**src/sv/tsf_pkg.sv**
```systemverilog
// tsf_pkg: shared constants and types for the triangle span fill unit
// no dependencies

package tsf_pkg;

  localparam int unsigned CoordBits = 16;
  localparam int unsigned FracBits  = 16;
  // coordinate differences need one extra bit
  localparam int unsigned DiffBits  = CoordBits + 1;
  // dividend width: difference scaled by the fraction
  localparam int unsigned NumBits   = DiffBits + FracBits;
  // slope and accumulator width
  localparam int unsigned AccBits   = NumBits + 1;
  localparam int unsigned SpanBits  = 17;
  localparam int unsigned ColorBits = 24;
  localparam int unsigned InBits    = 6 * 16 + ColorBits;
  localparam int unsigned InBytes   = (InBits + 7) / 8;
  localparam int unsigned OutBits   = 16 + 2 * SpanBits + ColorBits;
  localparam int unsigned OutBytes  = (OutBits + 7) / 8;
  localparam int unsigned CntBits   = $clog2(NumBits + 1);

  localparam logic OpLoad = 1'b0;
  localparam logic OpTick = 1'b1;

  // item passed from the front end to the back end
  typedef struct packed {
    logic                        op;
    logic signed [CoordBits-1:0] ax;
    logic signed [CoordBits-1:0] ay;
    logic signed [CoordBits-1:0] bx;
    logic signed [CoordBits-1:0] by;
    logic signed [CoordBits-1:0] cx;
    logic signed [CoordBits-1:0] cy;
    logic [ColorBits-1:0]        color;
  } cmd_t;

  // divider request and response
  typedef struct packed {
    logic                       start;
    logic signed [DiffBits-1:0] dx;
    logic signed [DiffBits-1:0] dy;
  } div_req_t;

  typedef struct packed {
    logic                      done;
    logic signed [AccBits-1:0] quot;
  } div_rsp_t;

endpackage

```
**src/sv/tsf_front.sv**
```systemverilog
// tsf_front: accepts input transfers and queues them as commands
// depends on tsf_pkg

module tsf_front (
  input  logic                               clk_i,
  input  logic                               rst_ni,
  input  logic                               s_axis_tvalid,
  output logic                               s_axis_tready,
  input  logic [tsf_pkg::InBytes*8-1:0]      s_axis_tdata,
  input  logic                               s_axis_tuser,
  output logic                               cmd_valid_o,
  input  logic                               cmd_ready_i,
  output tsf_pkg::cmd_t                      cmd_o
);

  // two-entry queue
  tsf_pkg::cmd_t mem_q [2];
  logic          wr_ptr_q, rd_ptr_q;
  logic [1:0]    cnt_q;
  logic          push, pop;
  tsf_pkg::cmd_t in_cmd;

  // unpack the input word into fields
  always_comb begin
    in_cmd.op    = s_axis_tuser;
    in_cmd.ax    = s_axis_tdata[15:0];
    in_cmd.ay    = s_axis_tdata[31:16];
    in_cmd.bx    = s_axis_tdata[47:32];
    in_cmd.by    = s_axis_tdata[63:48];
    in_cmd.cx    = s_axis_tdata[79:64];
    in_cmd.cy    = s_axis_tdata[95:80];
    in_cmd.color = s_axis_tdata[119:96];
  end

  assign s_axis_tready = (cnt_q != 2'd2);
  assign push          = s_axis_tvalid && s_axis_tready;
  assign cmd_valid_o   = (cnt_q != 2'd0);
  assign pop           = cmd_valid_o && cmd_ready_i;
  assign cmd_o         = mem_q[rd_ptr_q];

  // queue storage
  always_ff @(posedge clk_i) begin
    if (push) begin
      mem_q[wr_ptr_q] <= in_cmd;
    end
  end

  // queue pointers
  always_ff @(posedge clk_i or negedge rst_ni) begin
    if (!rst_ni) begin
      wr_ptr_q <= 1'b0;
      rd_ptr_q <= 1'b0;
      cnt_q    <= 2'd0;
    end else begin
      if (push) wr_ptr_q <= ~wr_ptr_q;
      if (pop)  rd_ptr_q <= ~rd_ptr_q;
      cnt_q <= cnt_q + {1'b0, push} - {1'b0, pop};
    end
  end

  ap_no_overfill: assert property (@(posedge clk_i) disable iff (!rst_ni)
    cnt_q == 2'd2 |-> !s_axis_tready) else $error("queue accepts while full");
  ap_cnt_range: assert property (@(posedge clk_i) disable iff (!rst_ni)
    cnt_q != 2'd3) else $error("queue count out of range");
  ap_valid_cnt: assert property (@(posedge clk_i) disable iff (!rst_ni)
    cmd_valid_o == (cnt_q != 2'd0)) else $error("valid disagrees with count");

endmodule

```
**src/sv/tsf_div.sv**
```systemverilog
// tsf_div: restoring divider, one quotient bit per cycle, for slopes
// depends on tsf_pkg

module tsf_div (
  input  logic              clk_i,
  input  logic              rst_ni,
  input  tsf_pkg::div_req_t req_i,
  output tsf_pkg::div_rsp_t rsp_o
);

  localparam int unsigned NB = tsf_pkg::NumBits;
  localparam int unsigned DB = tsf_pkg::DiffBits;

  logic                    busy_q, done_q;
  logic [tsf_pkg::CntBits-1:0] cnt_q;
  logic [NB-1:0]           num_q;   // dividend magnitude, shifted out msb first
  logic [NB-1:0]           quo_q;
  logic [DB:0]             rem_q;
  logic [DB:0]             den_q;
  logic                    neg_q;
  logic [DB:0]             rem_sh, rem_sub;
  logic [DB-1:0]           dx_mag;
  logic signed [DB+1:0]    den_full;

  // denominator dy+1 clamped to at least 1
  always_comb begin
    den_full = {req_i.dy[DB-1], req_i.dy} + (DB+2)'(1);
    dx_mag   = req_i.dx[DB-1] ? DB'(-req_i.dx) : req_i.dx;
    rem_sh   = {rem_q[DB-1:0], num_q[NB-1]};
    rem_sub  = rem_sh - den_q;
  end

  always_ff @(posedge clk_i or negedge rst_ni) begin
    if (!rst_ni) begin
      busy_q <= 1'b0;
      done_q <= 1'b0;
      cnt_q  <= '0;
    end else begin
      done_q <= 1'b0;
      if (req_i.start) begin
        busy_q <= 1'b1;
        cnt_q  <= tsf_pkg::CntBits'(NB);
      end else if (busy_q) begin
        cnt_q <= cnt_q - 1'b1;
        if (cnt_q == tsf_pkg::CntBits'(1)) begin
          busy_q <= 1'b0;
          done_q <= 1'b1;
        end
      end
    end
  end

  // datapath
  always_ff @(posedge clk_i) begin
    if (req_i.start) begin
      num_q <= {dx_mag, tsf_pkg::FracBits'(0)};
      quo_q <= '0;
      rem_q <= '0;
      den_q <= (den_full < (DB+2)'(1)) ? (DB+1)'(1) : den_full[DB:0];
      neg_q <= req_i.dx[DB-1];
    end else if (busy_q) begin
      num_q <= {num_q[NB-2:0], 1'b0};
      if (!rem_sub[DB]) begin
        rem_q <= rem_sub;
        quo_q <= {quo_q[NB-2:0], 1'b1};
      end else begin
        rem_q <= rem_sh;
        quo_q <= {quo_q[NB-2:0], 1'b0};
      end
    end
  end

  assign rsp_o.done = done_q;
  assign rsp_o.quot = neg_q ? -$signed({1'b0, quo_q}) : $signed({1'b0, quo_q});

  ap_done_pulse: assert property (@(posedge clk_i) disable iff (!rst_ni)
    done_q |=> !done_q) else $error("divider done held");
  ap_busy_done: assert property (@(posedge clk_i) disable iff (!rst_ni)
    done_q |-> !busy_q) else $error("divider done while busy");
  ap_cnt_idle: assert property (@(posedge clk_i) disable iff (!rst_ni)
    busy_q |-> cnt_q != '0) else $error("divider count lost");

endmodule

```
**src/sv/tsf_back.sv**
```systemverilog
// tsf_back: sets up triangles and steps edges to produce spans
// depends on tsf_pkg and tsf_div

module tsf_back (
  input  logic                          clk_i,
  input  logic                          rst_ni,
  input  logic                          cmd_valid_i,
  output logic                          cmd_ready_o,
  input  tsf_pkg::cmd_t                 cmd_i,
  output logic                          m_axis_tvalid,
  input  logic                          m_axis_tready,
  output logic [tsf_pkg::OutBytes*8-1:0] m_axis_tdata,
  output logic                          m_axis_tuser,
  output logic                          m_axis_tlast
);

  localparam int unsigned CB = tsf_pkg::CoordBits;
  localparam int unsigned AB = tsf_pkg::AccBits;
  localparam int unsigned FB = tsf_pkg::FracBits;
  localparam int unsigned DB = tsf_pkg::DiffBits;
  localparam int unsigned SB = tsf_pkg::SpanBits;

  // control states
  localparam logic [2:0] StRun  = 3'd0;
  localparam logic [2:0] StDiv0 = 3'd1;
  localparam logic [2:0] StDiv1 = 3'd2;
  localparam logic [2:0] StDiv2 = 3'd3;
  localparam logic [2:0] StMul  = 3'd4;

  localparam logic [1:0] PhIdle  = 2'd0;
  localparam logic [1:0] PhUpper = 2'd1;
  localparam logic [1:0] PhLower = 2'd2;

  logic [2:0] st_q;
  logic [1:0] phase_q;
  logic signed [CB-1:0] row_q, mid_row_q, bot_row_q, mid_x_q, top_x_q, top_row_q;
  logic signed [CB-1:0] bot_x_q;
  logic signed [AB-1:0] short_q, long_q, s_tm_q, s_tb_q, s_mb_q;
  logic signed [AB-1:0] long_mid_q;
  logic [tsf_pkg::ColorBits-1:0] color_q;

  // output register
  logic                 ov_q, o_valid_q, o_last_q;
  logic signed [CB-1:0] o_row_q;
  logic signed [SB-1:0] o_left_q, o_right_q;
  logic [tsf_pkg::ColorBits-1:0] o_color_q;

  tsf_pkg::div_req_t div_req;
  tsf_pkg::div_rsp_t div_rsp;

  tsf_div u_div (.clk_i(clk_i), .rst_ni(rst_ni), .req_i(div_req), .rsp_o(div_rsp));

  // sort vertices by y with stable ties
  logic signed [CB-1:0] x1, y1, x2, y2, x3, y3, t0x, t0y, t1x, t1y, t2x, t2y;
  always_comb begin
    t0x = cmd_i.ax; t0y = cmd_i.ay; t1x = cmd_i.bx; t1y = cmd_i.by;
    t2x = cmd_i.cx; t2y = cmd_i.cy;
    x1 = t0x; y1 = t0y; x2 = t1x; y2 = t1y; x3 = t2x; y3 = t2y;
    if (t0y > t1y) begin
      x1 = t1x; y1 = t1y; x2 = t0x; y2 = t0y;
    end
    if (y2 > y3) begin
      t0x = x2; t0y = y2; x2 = x3; y2 = y3; x3 = t0x; y3 = t0y;
    end
    if (y1 > y2) begin
      t0x = x1; t0y = y1; x1 = x2; y1 = y2; x2 = t0x; y2 = t0y;
    end
  end

  // edge x truncated toward zero
  function automatic logic signed [SB-1:0] trunc_x(input logic signed [AB-1:0] v);
    logic signed [AB-1:0] a;
    a = v[AB-1] ? (v + AB'((1 << FB) - 1)) : v;
    return SB'(a >>> FB);
  endfunction

  logic signed [SB-1:0] ea, eb;
  logic out_free, tick_go, load_go;
  logic signed [DB-1:0] mul_dy;
  logic signed [AB+DB-1:0] mul_p;

  assign ea       = trunc_x(short_q);
  assign eb       = trunc_x(long_q);
  assign out_free = !ov_q || m_axis_tready;
  assign cmd_ready_o = (st_q == StRun) &&
                       ((cmd_i.op == tsf_pkg::OpLoad) || out_free);
  assign load_go  = cmd_valid_i && cmd_ready_o && (cmd_i.op == tsf_pkg::OpLoad);
  assign tick_go  = cmd_valid_i && cmd_ready_o && (cmd_i.op == tsf_pkg::OpTick);
  assign mul_dy   = DB'(mid_row_q) - DB'(top_row_q);
  assign mul_p    = s_tb_q * mul_dy;

  // divider requests per setup step
  always_comb begin
    div_req = '0;
    if (load_go) begin
      div_req.start = 1'b1;
      div_req.dx    = DB'(x2) - DB'(x1);
      div_req.dy    = DB'(y2) - DB'(y1);
    end else if (div_rsp.done && st_q == StDiv0) begin
      div_req.start = 1'b1;
      div_req.dx    = DB'(bot_x_q) - DB'(top_x_q);
      div_req.dy    = DB'(bot_row_q) - DB'(top_row_q);
    end else if (div_rsp.done && st_q == StDiv1) begin
      div_req.start = 1'b1;
      div_req.dx    = DB'(bot_x_q) - DB'(mid_x_q);
      div_req.dy    = DB'(bot_row_q) - DB'(mid_row_q);
    end
  end

  // control
  always_ff @(posedge clk_i or negedge rst_ni) begin
    if (!rst_ni) begin
      st_q    <= StRun;
      phase_q <= PhIdle;
      ov_q    <= 1'b0;
    end else begin
      if (m_axis_tready) ov_q <= 1'b0;
      case (st_q)
        StRun: begin
          if (load_go) begin
            st_q    <= StDiv0;
            phase_q <= PhUpper;
          end else if (tick_go) begin
            ov_q <= 1'b1;
            if (phase_q == PhUpper && row_q == mid_row_q) phase_q <= PhLower;
            else if (phase_q == PhLower && row_q == bot_row_q) phase_q <= PhIdle;
          end
        end
        StDiv0: if (div_rsp.done) st_q <= StDiv1;
        StDiv1: if (div_rsp.done) st_q <= StDiv2;
        StDiv2: if (div_rsp.done) st_q <= StMul;
        StMul:  st_q <= StRun;
        default: st_q <= StRun;
      endcase
    end
  end

  // triangle state and output payload
  always_ff @(posedge clk_i) begin
    if (load_go) begin
      row_q <= y1; mid_row_q <= y2; bot_row_q <= y3;
      mid_x_q <= x2; top_x_q <= x1; top_row_q <= y1; bot_x_q <= x3;
      short_q <= AB'(x1) <<< FB;
      long_q  <= AB'(x1) <<< FB;
      color_q <= cmd_i.color;
    end
    if (div_rsp.done) begin
      if (st_q == StDiv0) s_tm_q <= div_rsp.quot;
      if (st_q == StDiv1) s_tb_q <= div_rsp.quot;
      if (st_q == StDiv2) s_mb_q <= div_rsp.quot;
    end
    if (st_q == StMul) long_mid_q <= (AB'(top_x_q) <<< FB) + AB'(mul_p);
    if (tick_go) begin
      o_valid_q <= (phase_q != PhIdle);
      o_last_q  <= 1'b0;
      o_row_q   <= '0;
      o_left_q  <= '0;
      o_right_q <= '0;
      o_color_q <= '0;
      if (phase_q != PhIdle) begin
        o_row_q   <= row_q;
        o_left_q  <= (ea < eb) ? ea : eb;
        o_right_q <= (ea < eb) ? eb : ea;
        o_color_q <= color_q;
        o_last_q  <= (phase_q == PhLower) && (row_q == bot_row_q);
      end
      if (phase_q == PhUpper) begin
        if (row_q == mid_row_q) begin
          short_q <= AB'(mid_x_q) <<< FB;
          long_q  <= long_mid_q;
        end else begin
          row_q   <= row_q + CB'(1);
          short_q <= short_q + s_tm_q;
          long_q  <= long_q + s_tb_q;
        end
      end else if (phase_q == PhLower && row_q != bot_row_q) begin
        row_q   <= row_q + CB'(1);
        short_q <= short_q + s_mb_q;
        long_q  <= long_q + s_tb_q;
      end
    end
  end

  assign m_axis_tvalid = ov_q;
  assign m_axis_tuser  = o_valid_q;
  assign m_axis_tlast  = o_last_q;
  assign m_axis_tdata  = {(tsf_pkg::OutBytes*8 - tsf_pkg::OutBits)'(0),
                          o_color_q, o_right_q, o_left_q, o_row_q};

  ap_setup_blocks: assert property (@(posedge clk_i) disable iff (!rst_ni)
    st_q != StRun |-> !cmd_ready_o) else $error("command taken during setup");
  ap_load_setup: assert property (@(posedge clk_i) disable iff (!rst_ni)
    load_go |=> st_q == StDiv0) else $error("load did not start setup");
  ap_last_valid: assert property (@(posedge clk_i) disable iff (!rst_ni)
    ov_q && o_last_q |-> o_valid_q) else $error("last on invalid span");
  ap_tick_out: assert property (@(posedge clk_i) disable iff (!rst_ni)
    tick_go |=> ov_q) else $error("tick without result");

endmodule

```
**src/sv/triangle_scanline_span_fill_unit.sv**
```systemverilog
// triangle_scanline_span_fill_unit: top level of the triangle span fill unit
// depends on tsf_pkg, tsf_front, tsf_back, tsf_div
//
// usage: the slave stream carries commands; tuser is the operation: 0 loads
// a triangle (three vertices and a color in tdata), 1 is a tick that asks
// for a span. a load gives no result; each tick gives one master transfer:
// tuser is the span valid flag (0 for a tick while idle), tlast marks the
// final span. a front queue of two entries takes commands while the back
// end works.
// a load occupies the back end while the bit-serial slope divider runs once
// per edge; ticks are then handled one per cycle while the output is free.
// a span appears in the cycle after its tick enters the back end and holds in
// the output register while tready is low; the back end then stalls ticks and
// the front queue fills, dropping tready on the slave side.
// reset clears the queue, the output valid flag and the phase to idle.

module triangle_scanline_span_fill_unit (
  input  logic                                clk_i,
  input  logic                                rst_ni,
  input  logic                                s_axis_tvalid,
  output logic                                s_axis_tready,
  // vert_a_x, vert_a_y, vert_b_x, vert_b_y, vert_c_x, vert_c_y, fill_color
  input  logic [tsf_pkg::InBytes*8-1:0]       s_axis_tdata,
  // operation
  input  logic                                s_axis_tuser,
  output logic                                m_axis_tvalid,
  input  logic                                m_axis_tready,
  // span_row, span_left, span_right, span_color
  output logic [tsf_pkg::OutBytes*8-1:0]      m_axis_tdata,
  // span_valid
  output logic                                m_axis_tuser,
  output logic                                m_axis_tlast
);

  logic          cmd_valid, cmd_ready;
  tsf_pkg::cmd_t cmd;

  tsf_front u_front (
    .clk_i, .rst_ni, .s_axis_tvalid, .s_axis_tready, .s_axis_tdata,
    .s_axis_tuser,
    .cmd_valid_o(cmd_valid), .cmd_ready_i(cmd_ready), .cmd_o(cmd)
  );

  tsf_back u_back (
    .clk_i, .rst_ni, .cmd_valid_i(cmd_valid), .cmd_ready_o(cmd_ready),
    .cmd_i(cmd), .m_axis_tvalid, .m_axis_tready, .m_axis_tdata,
    .m_axis_tuser, .m_axis_tlast
  );

endmodule

```
**config.mk**
```make
export PLATFORM = sky130hd
export DESIGN_NAME = triangle_scanline_span_fill_unit
export DESIGN_NICKNAME = d
export VERILOG_FILES = /design/src/sv/tsf_pkg.sv /design/src/sv/tsf_front.sv /design/src/sv/tsf_div.sv /design/src/sv/tsf_back.sv /design/src/sv/triangle_scanline_span_fill_unit.sv
export SDC_FILE = /design/constraint.sdc
export NUM_CORES = 2
export LEC_CHECK = 0
export ABC_AREA = 1
export BUFFER_PORTS_ARGS = -buffer_cell sky130_fd_sc_hd__buf_4
export CORE_MARGIN = 1.5
export CORE_UTILIZATION = 41
export DETAILED_ROUTE_END_ITERATION = 8
export GPL_TIMING_DRIVEN = 1
export PLACE_DENSITY = 0.56
export SYNTH_ARGS = -nofsm -noshare
export SYNTH_HDL_FRONTEND = slang
export SYNTH_SLANG_ARGS = --single-unit
```
**constraint.sdc**
```tcl
create_clock -name clk_i -period 13.8 [get_ports clk_i]
set_input_delay 2.07 -clock clk_i [delete_from_list [all_inputs] [get_ports clk_i]]
set_output_delay 2.07 -clock clk_i [all_outputs]
set_load 0.02 [all_outputs]
```
; ---- Yosys cells after proc, flatten, opt, wreduce, memory -nomap -nowiden
; Memories as Yosys holds them, arrays and structs flattened.
; Index checks and enable logic that the tools add are counted.
[word_totals]
n_memories = 1
ff_bits = 520
mem_bits_rw = 242
in_bits = 125
[mem_list]
columns = name, words, word_bits, read_ports, rd_ports_with_merged_regs, write_ports, line
row1 = u_front.mem_q, 2, 121, 1, 0, 1, tsf_front.sv:17  ; tsf_pkg::cmd_t mem_q [2];
[classes]
magnitude_cmp = 5
n_mux = 63
mul = 1
add_sub_neg = 21
reduce_logical = 24
eq_ne = 15
bitwise_logic = 3
[ops]
columns = op, n
row1 = two-way mux 34 bit, 11
row2 = two-way mux 16 bit, 17
row3 = two-way mux 33 bit, 4
row4 = subtractor 16 x 16 -> 17 bit, 7
row5 = two-way mux 35 bit, 3
row6 = adder 34 bit, 3
row7 = two-way mux 17 bit, 4
row8 = "adder 33 x 17 -> 33 bit, second input constant", 2
row9 = greater-than comparator 16 bit, 3
row10 = adder 32 x 34 -> 34 bit, 1
row11 = multiplier 34 x 17 -> 34 bit, 1
row12 = negator 33 -> 34 bit, 1
row13 = == test 16 bit, 2
row14 = "adder 18 x 1 -> 19 bit, second input constant", 1
row15 = "less-than comparator 19 x 2 -> 1 bit, second input constant", 1
row16 = subtractor 18 bit, 1
row17 = less-than comparator 17 bit, 1
row18 = negator 17 bit, 1
row19 = "adder 16 x 2 -> 16 bit, second input constant", 1
row20 = != test 16 bit, 1
row21 = two-way mux 1 bit, 13
row22 = two-way mux 3 bit, 4
row23 = two-way mux 6 bit, 2
row24 = one-hot mux 3 bit (4 select lines), 1
row25 = 22 further kinds, 46

; ---- Longest topological paths before layout
; An unclocked memory read counts as a cell.
[logic_depth]
word_depth = 12
ltp_mapped = 78

; ---- Hierarchy
; From an unflattened synthesis, not the netlist that was laid out.
[hier_totals]
cells_unflattened = 6994
area_unflattened_um2 = 58593.7
[by_module_without_submodules]
columns = module, cells_each, n_inst, seq_area_each_um2, area_per_inst_um2
row1 = tsf_back, 5390, 1, 11801.3, 43070.1
row2 = tsf_front, 664, 1, 7367.1, 9064.9
row3 = tsf_div, 940, 1, 2282.2, 6458.7

; ---- Worst setup path before layout
; OpenSTA, ideal clock, no wires.
[synth_timing]
path_type = reg-to-reg
start = register u_front.rd_ptr_q
end = register u_back.u_div.num_q[31], data pin
arrival_time_ns = 10.133
period_less_slack_ns = 10.393
required_ns = 13.540
stages_incl_launch_ff = 66
slack_ns = 3.407
n_path_buf = 12
cell_sequence = dfrtp_1 buf_2 buf_4 buf_1 mux2_2 ha_1 a21oi_1 o21ai_1 a21oi_1 nand2_1 nand2_2 nand3_4 buf_6 inv_1 buf_2 clkbuf_1 o21ai_0 ha_1 [... 30 more ...] o21ai_0 nand2_1 nand2_1 a21o_1 a21oi_1 o21ai_0 a21o_1 a21oi_1 o21bai_1 xor2_1 nor2_1 a311oi_1 nand3_1 nor2_1 nand2_1 nand2_1 xor2_1 nand2_1
[synth_via]
elab_chain_len = 12
elab_cells_between_ends = 22
cone_classes = add/sub: 2 / order compare: 3 / mux: 11 / bitwise: 1 / reduce/logical: 4 / memory: 1
[synth_rtl]
columns = element, line
row1 = start: declaration, tsf_front.sv:18  ; logic wr_ptr_q, rd_ptr_q;
row2 = start signal: assignment, tsf_front.sv:56  ; if (pop) rd_ptr_q <= ~rd_ptr_q;
row3 = memory (2 x 121 bit) (*), n/a
row4 = greater-than comparator 16 bit, tsf_back.sv:59  ; if (t0y > t1y) begin
row5 = two-way mux 16 bit, tsf_back.sv:59
row6 = greater-than comparator 16 bit, tsf_back.sv:62  ; if (y2 > y3) begin
row7 = two-way mux 16 bit, tsf_back.sv:62
row8 = greater-than comparator 16 bit, tsf_back.sv:65  ; if (y1 > y2) begin
row9 = two-way mux 16 bit (*), tsf_back.sv:65
row10 = net u_back.x2[0], tsf_back.sv:54  ; logic signed [CB-1:0] x1, y1, x2, y2, x3, y3, t0x, t0y, t1x, t1y, t2x, t2y;
row11 = subtractor 16 x 16 -> 17 bit (*), tsf_back.sv:97  ; div_req.dx = DB'(x2) - DB'(x1);
row12 = two-way mux 35 bit (*), tsf_back.sv:95  ; if (load_go) begin
row13 = negator 17 bit, tsf_div.sv:28  ; dx_mag = req_i.dx[DB-1] ? DB'(-req_i.dx) : req_i.dx;
row14 = two-way mux 17 bit (*), tsf_div.sv:28
row15 = two-way mux 33 bit (*), tsf_div.sv:55  ; if (req_i.start) begin
row16 = end signal: assignment, tsf_div.sv:56  ; num_q <= {dx_mag, tsf_pkg::FracBits'(0)};
row17 = end signal: assignment, tsf_div.sv:62  ; num_q <= {num_q[NB-2:0], 1'b0};
row18 = end: declaration, tsf_div.sv:16  ; logic [NB-1:0] num_q;
; Mark *: on every way through the listed nets, which the timed path passes. The rest lies on a longest branch.
; A chain may end at the register's enable or synchronous reset.

==> impl_metrics.yaml <==
grt:
  grt_pass1_wl_um: 258000
  grtUsageTotal: 0.235
  grt_max_degree: 97
  grt_util_met3: 0.0323
  grt_use_met1: 0.318
  met2_usage: 0.389
  grt_pass1_vias: 44300
  antenna_found_initial: 4
  grt-ovfl-total: 0
  grt.busiest_layer: "met2"
yosys:
  yosys_warnings: 0
  synthTopCellsByArea: "edfxtp_1, fa_1, ha_1"
  syn_area_sq_um: 57600
  yosysTopAreaCellShare: 0.318
  synth_edf_count: 610
  synth_cell_types: 68
  synth_area_per_cell_sq_um: 8.82
  yosys_register_bits: 762
  yosysTopAreaCell: "edfxtp_1"
  synthFlopType: "edfxtp_1"
  synth_cells: 6538
  yosysSeqAreaShare: 0.372
  synthArstFlopShare: 0.0236
floorplan:
  dieArea_sq_um: 143000
  core_area_sq_um: 140000
  ios: 209
  die_h_um: 378
  rows: 137
  die_w_um: 378
  start_util: 0.413
routing:
  wl_um: 166000
  drc: 0
  avgRoutedWirePerCell_um: 19.2
  vias: 44500
  ant_nets: 0
  first_iter_violations: 2960
  drtPass1Iterations: 6
  viasPerCell: 5.15
worst_setup_path:
  cp_slowest_cell: "dfrtp_4"
  cpPeakStageDelay_ns: 0.87
  startpoint: "u_front.rd_ptr_q"
  r2r_start: "u_front.rd_ptr_q"
  cp_max_fo: 83
  cpMostUsedCell: "nand2_1"
  end_kind: "register"
  worstPathRequired_ns: 14.27
  critPathLaunchType: "register"
  critPathArrivalTime_ns: 12.33
  worstSetupPathType: "register to register"
place:
  dp_slack_ns: 1.82
  place.gp.congestion: 0.896
  numPortBuffers: 202
  postPlaceCellArea_sq_um: 61200
  dpl.hpwl_um: 128000
clock_tree:
  cts_tree: "done"
  cts.sinks: 762
  postCtsSetupBuffers: 0
  cts_root_buf: "clkbuf_16"
  cts-resized-gates: 0
  clk_pin_slew_worst_paths_ns: 0.06
  cts_buffers: 89
  h-tree-depth: 3
  cts_hold_buf: 0
  clock_path_buffers: 3
  clock_latency_ns: 0.72
timing:
  fin_crit_sh: 0.859
  fin_setup_tns_ns: 0
  hold-worst-slack_ns: 0.463
  relSlewSlack: 0.242
  skew_ns: 0.0618
  clock.fmax_ghz: 0.0844
  fin_crit_ns: 11.86
  hold_viol_final: 0
  rsz0062_at_grt: "no"
  tightest_slew_ns: 1.13
  worst_slack_ns: 1.94
  final_max_slew_viol_count: 0
  finalSetupViolations: 0
final_layout:
  design_area_sq_um: 64300
  filler_cell_count: 13600
  final_net_count: 7586
  drive_gt1_frac: 0.0883
  area_growth_pct: 11.5
job:
  drv_cap: 0
min_path:
  hold_path_class: "register to register"
  holdCritStartpoint: "u_back.long_mid_q[1]"
status:
  status: "finished, final reports clean"
critical path: cells and delay by family (launching register included):
family                   cells  cell delay, ns
AO/OA/AOI/OAI               20            3.41
multiplexers                 1            0.44
flip-flops                   1            0.87
adder cells (fa/ha/maj)      5            1.65
XOR/XNOR                     1            0.08
buffers and inverters        7            2.26
AND/OR/NAND/NOR             23            2.81
cell type report:
type	count	area, sq um	area share
clock inverters	57	709	0.0110
repair buffers	266	2000	0.0311
clock buffers	108	2330	0.0362
flip-flops and latches	762	21500	0.334
diodes	2	5.00	0.0000779
well taps	1876	2350	0.0365
inverters	1153	4330	0.0674
multi-input cells	4418	31100	0.484
layout by cell type, fill, tap and decap left out, types with 47 or more instances in the layout:
master / n
ha_1: 396
nand3_1: 155
nand2_1: 1313
dfxtp_1: 134
inv_1: 1118
mux2i_1: 61
fa_1: 375
xor2_1: 197
o21ai_0: 408
nand4_1: 47
edfxtp_1: 610
a21oi_1: 351
xnor2_1: 56
mux2_2: 55
buf_4: 266
nor3_1: 55
nor2_1: 521
clkbuf_16: 89
flip-flops by register name, summed over array words and instances (netlist names), 17 cells and up:
signal and count:
u_back.o_color_q 24, u_front.mem_q 242, u_back.u_div.den_q 18, u_back.color_q 24, u_back.u_div.rem_q 17, u_back.s_tm_q 34, u_back.u_div.quo_q 33, u_back.long_mid_q 34
u_back.u_div.num_q 17, u_back.s_tb_q 34, u_back.s_mb_q 34, u_back.o_right_q 17, u_back.long_q 34, u_back.short_q 34, u_back.o_left_q 17
final timing paths:
kind                       depth (start not counted)                      to  slack (ns)
min                                                2        u_back.long_q[1]        0.46
min in group asynchronous                          1          u_back.st_q[2]        1.24
max in group asynchronous                          1        u_front.rd_ptr_q       12.29
max                                               57  u_back.u_div.num_q[20]        1.94
max reg2reg                                       57  u_back.u_div.num_q[20]        1.94
min reg2reg                                        2        u_back.long_q[1]        0.46
through the flow:
stage	instances	utilization
5_1_grt	8641	0.460
4_1_cts	8640	0.460
6_report	8642	0.460
3_5_place_dp	8475	0.439
2_1_floorplan	6543	-
3_3_place_gp	8475	0.439
kinds of logic (layout without fill, tap and decap cells):
kind of cell | after synthesis | count (layout) | synth area share
simple gates | 2231 | 2231 | 0.159
other cells | 1 | 8 | 0.0000651
flops | 762 | 762 | 0.372
fa+ha+maj | 771 | 771 | 0.216
xor+xnor | 253 | 253 | 0.0384
buf+inv | 1363 | 1584 | 0.0905
compound gates | 1041 | 1041 | 0.102
mux | 116 | 116 | 0.0213
routing by layer:
layer / routed length (um) / up-vias / share of wire
met5: 13 / - / 0.000078
met4: 4900 / 2 / 0.030
met3: 9360 / 240 / 0.056
met2: 77000 / 1237 / 0.46
met1: 74800 / 21500 / 0.45
li1: - / 21600 / -
cell usage after synthesis, types with 9 or more instances:
library cell,count
nand2_1,1314
a31oi_1,12
buf_1,13
mux2i_1,61
o21ai_0,408
xnor2_1,56
a32oi_1,10
mux2_2,55
o22ai_1,45
a211oi_1,20
nor2_2,17
o21ai_1,26
inv_1,1120
a21oi_1,351
nor3_1,56
clkinv_1,9
buf_4,13
nand3_1,156
ha_1,396
nor4_1,26
o2111ai_1,13
or2_2,35
nand2_2,21
nand4_1,47
clkbuf_1,172
o211ai_1,26
inv_2,24
dfxtp_1,134
o21bai_1,22
a21o_1,12
edfxtp_1,610
fa_1,375
o21a_1,15
o221ai_1,13
o31ai_1,18
nor2_1,530
xor2_1,197
dfrtp_1,18
Power is not shown: default switching activity piles up to over one toggle a cycle in this logic, so the estimate is an artifact.
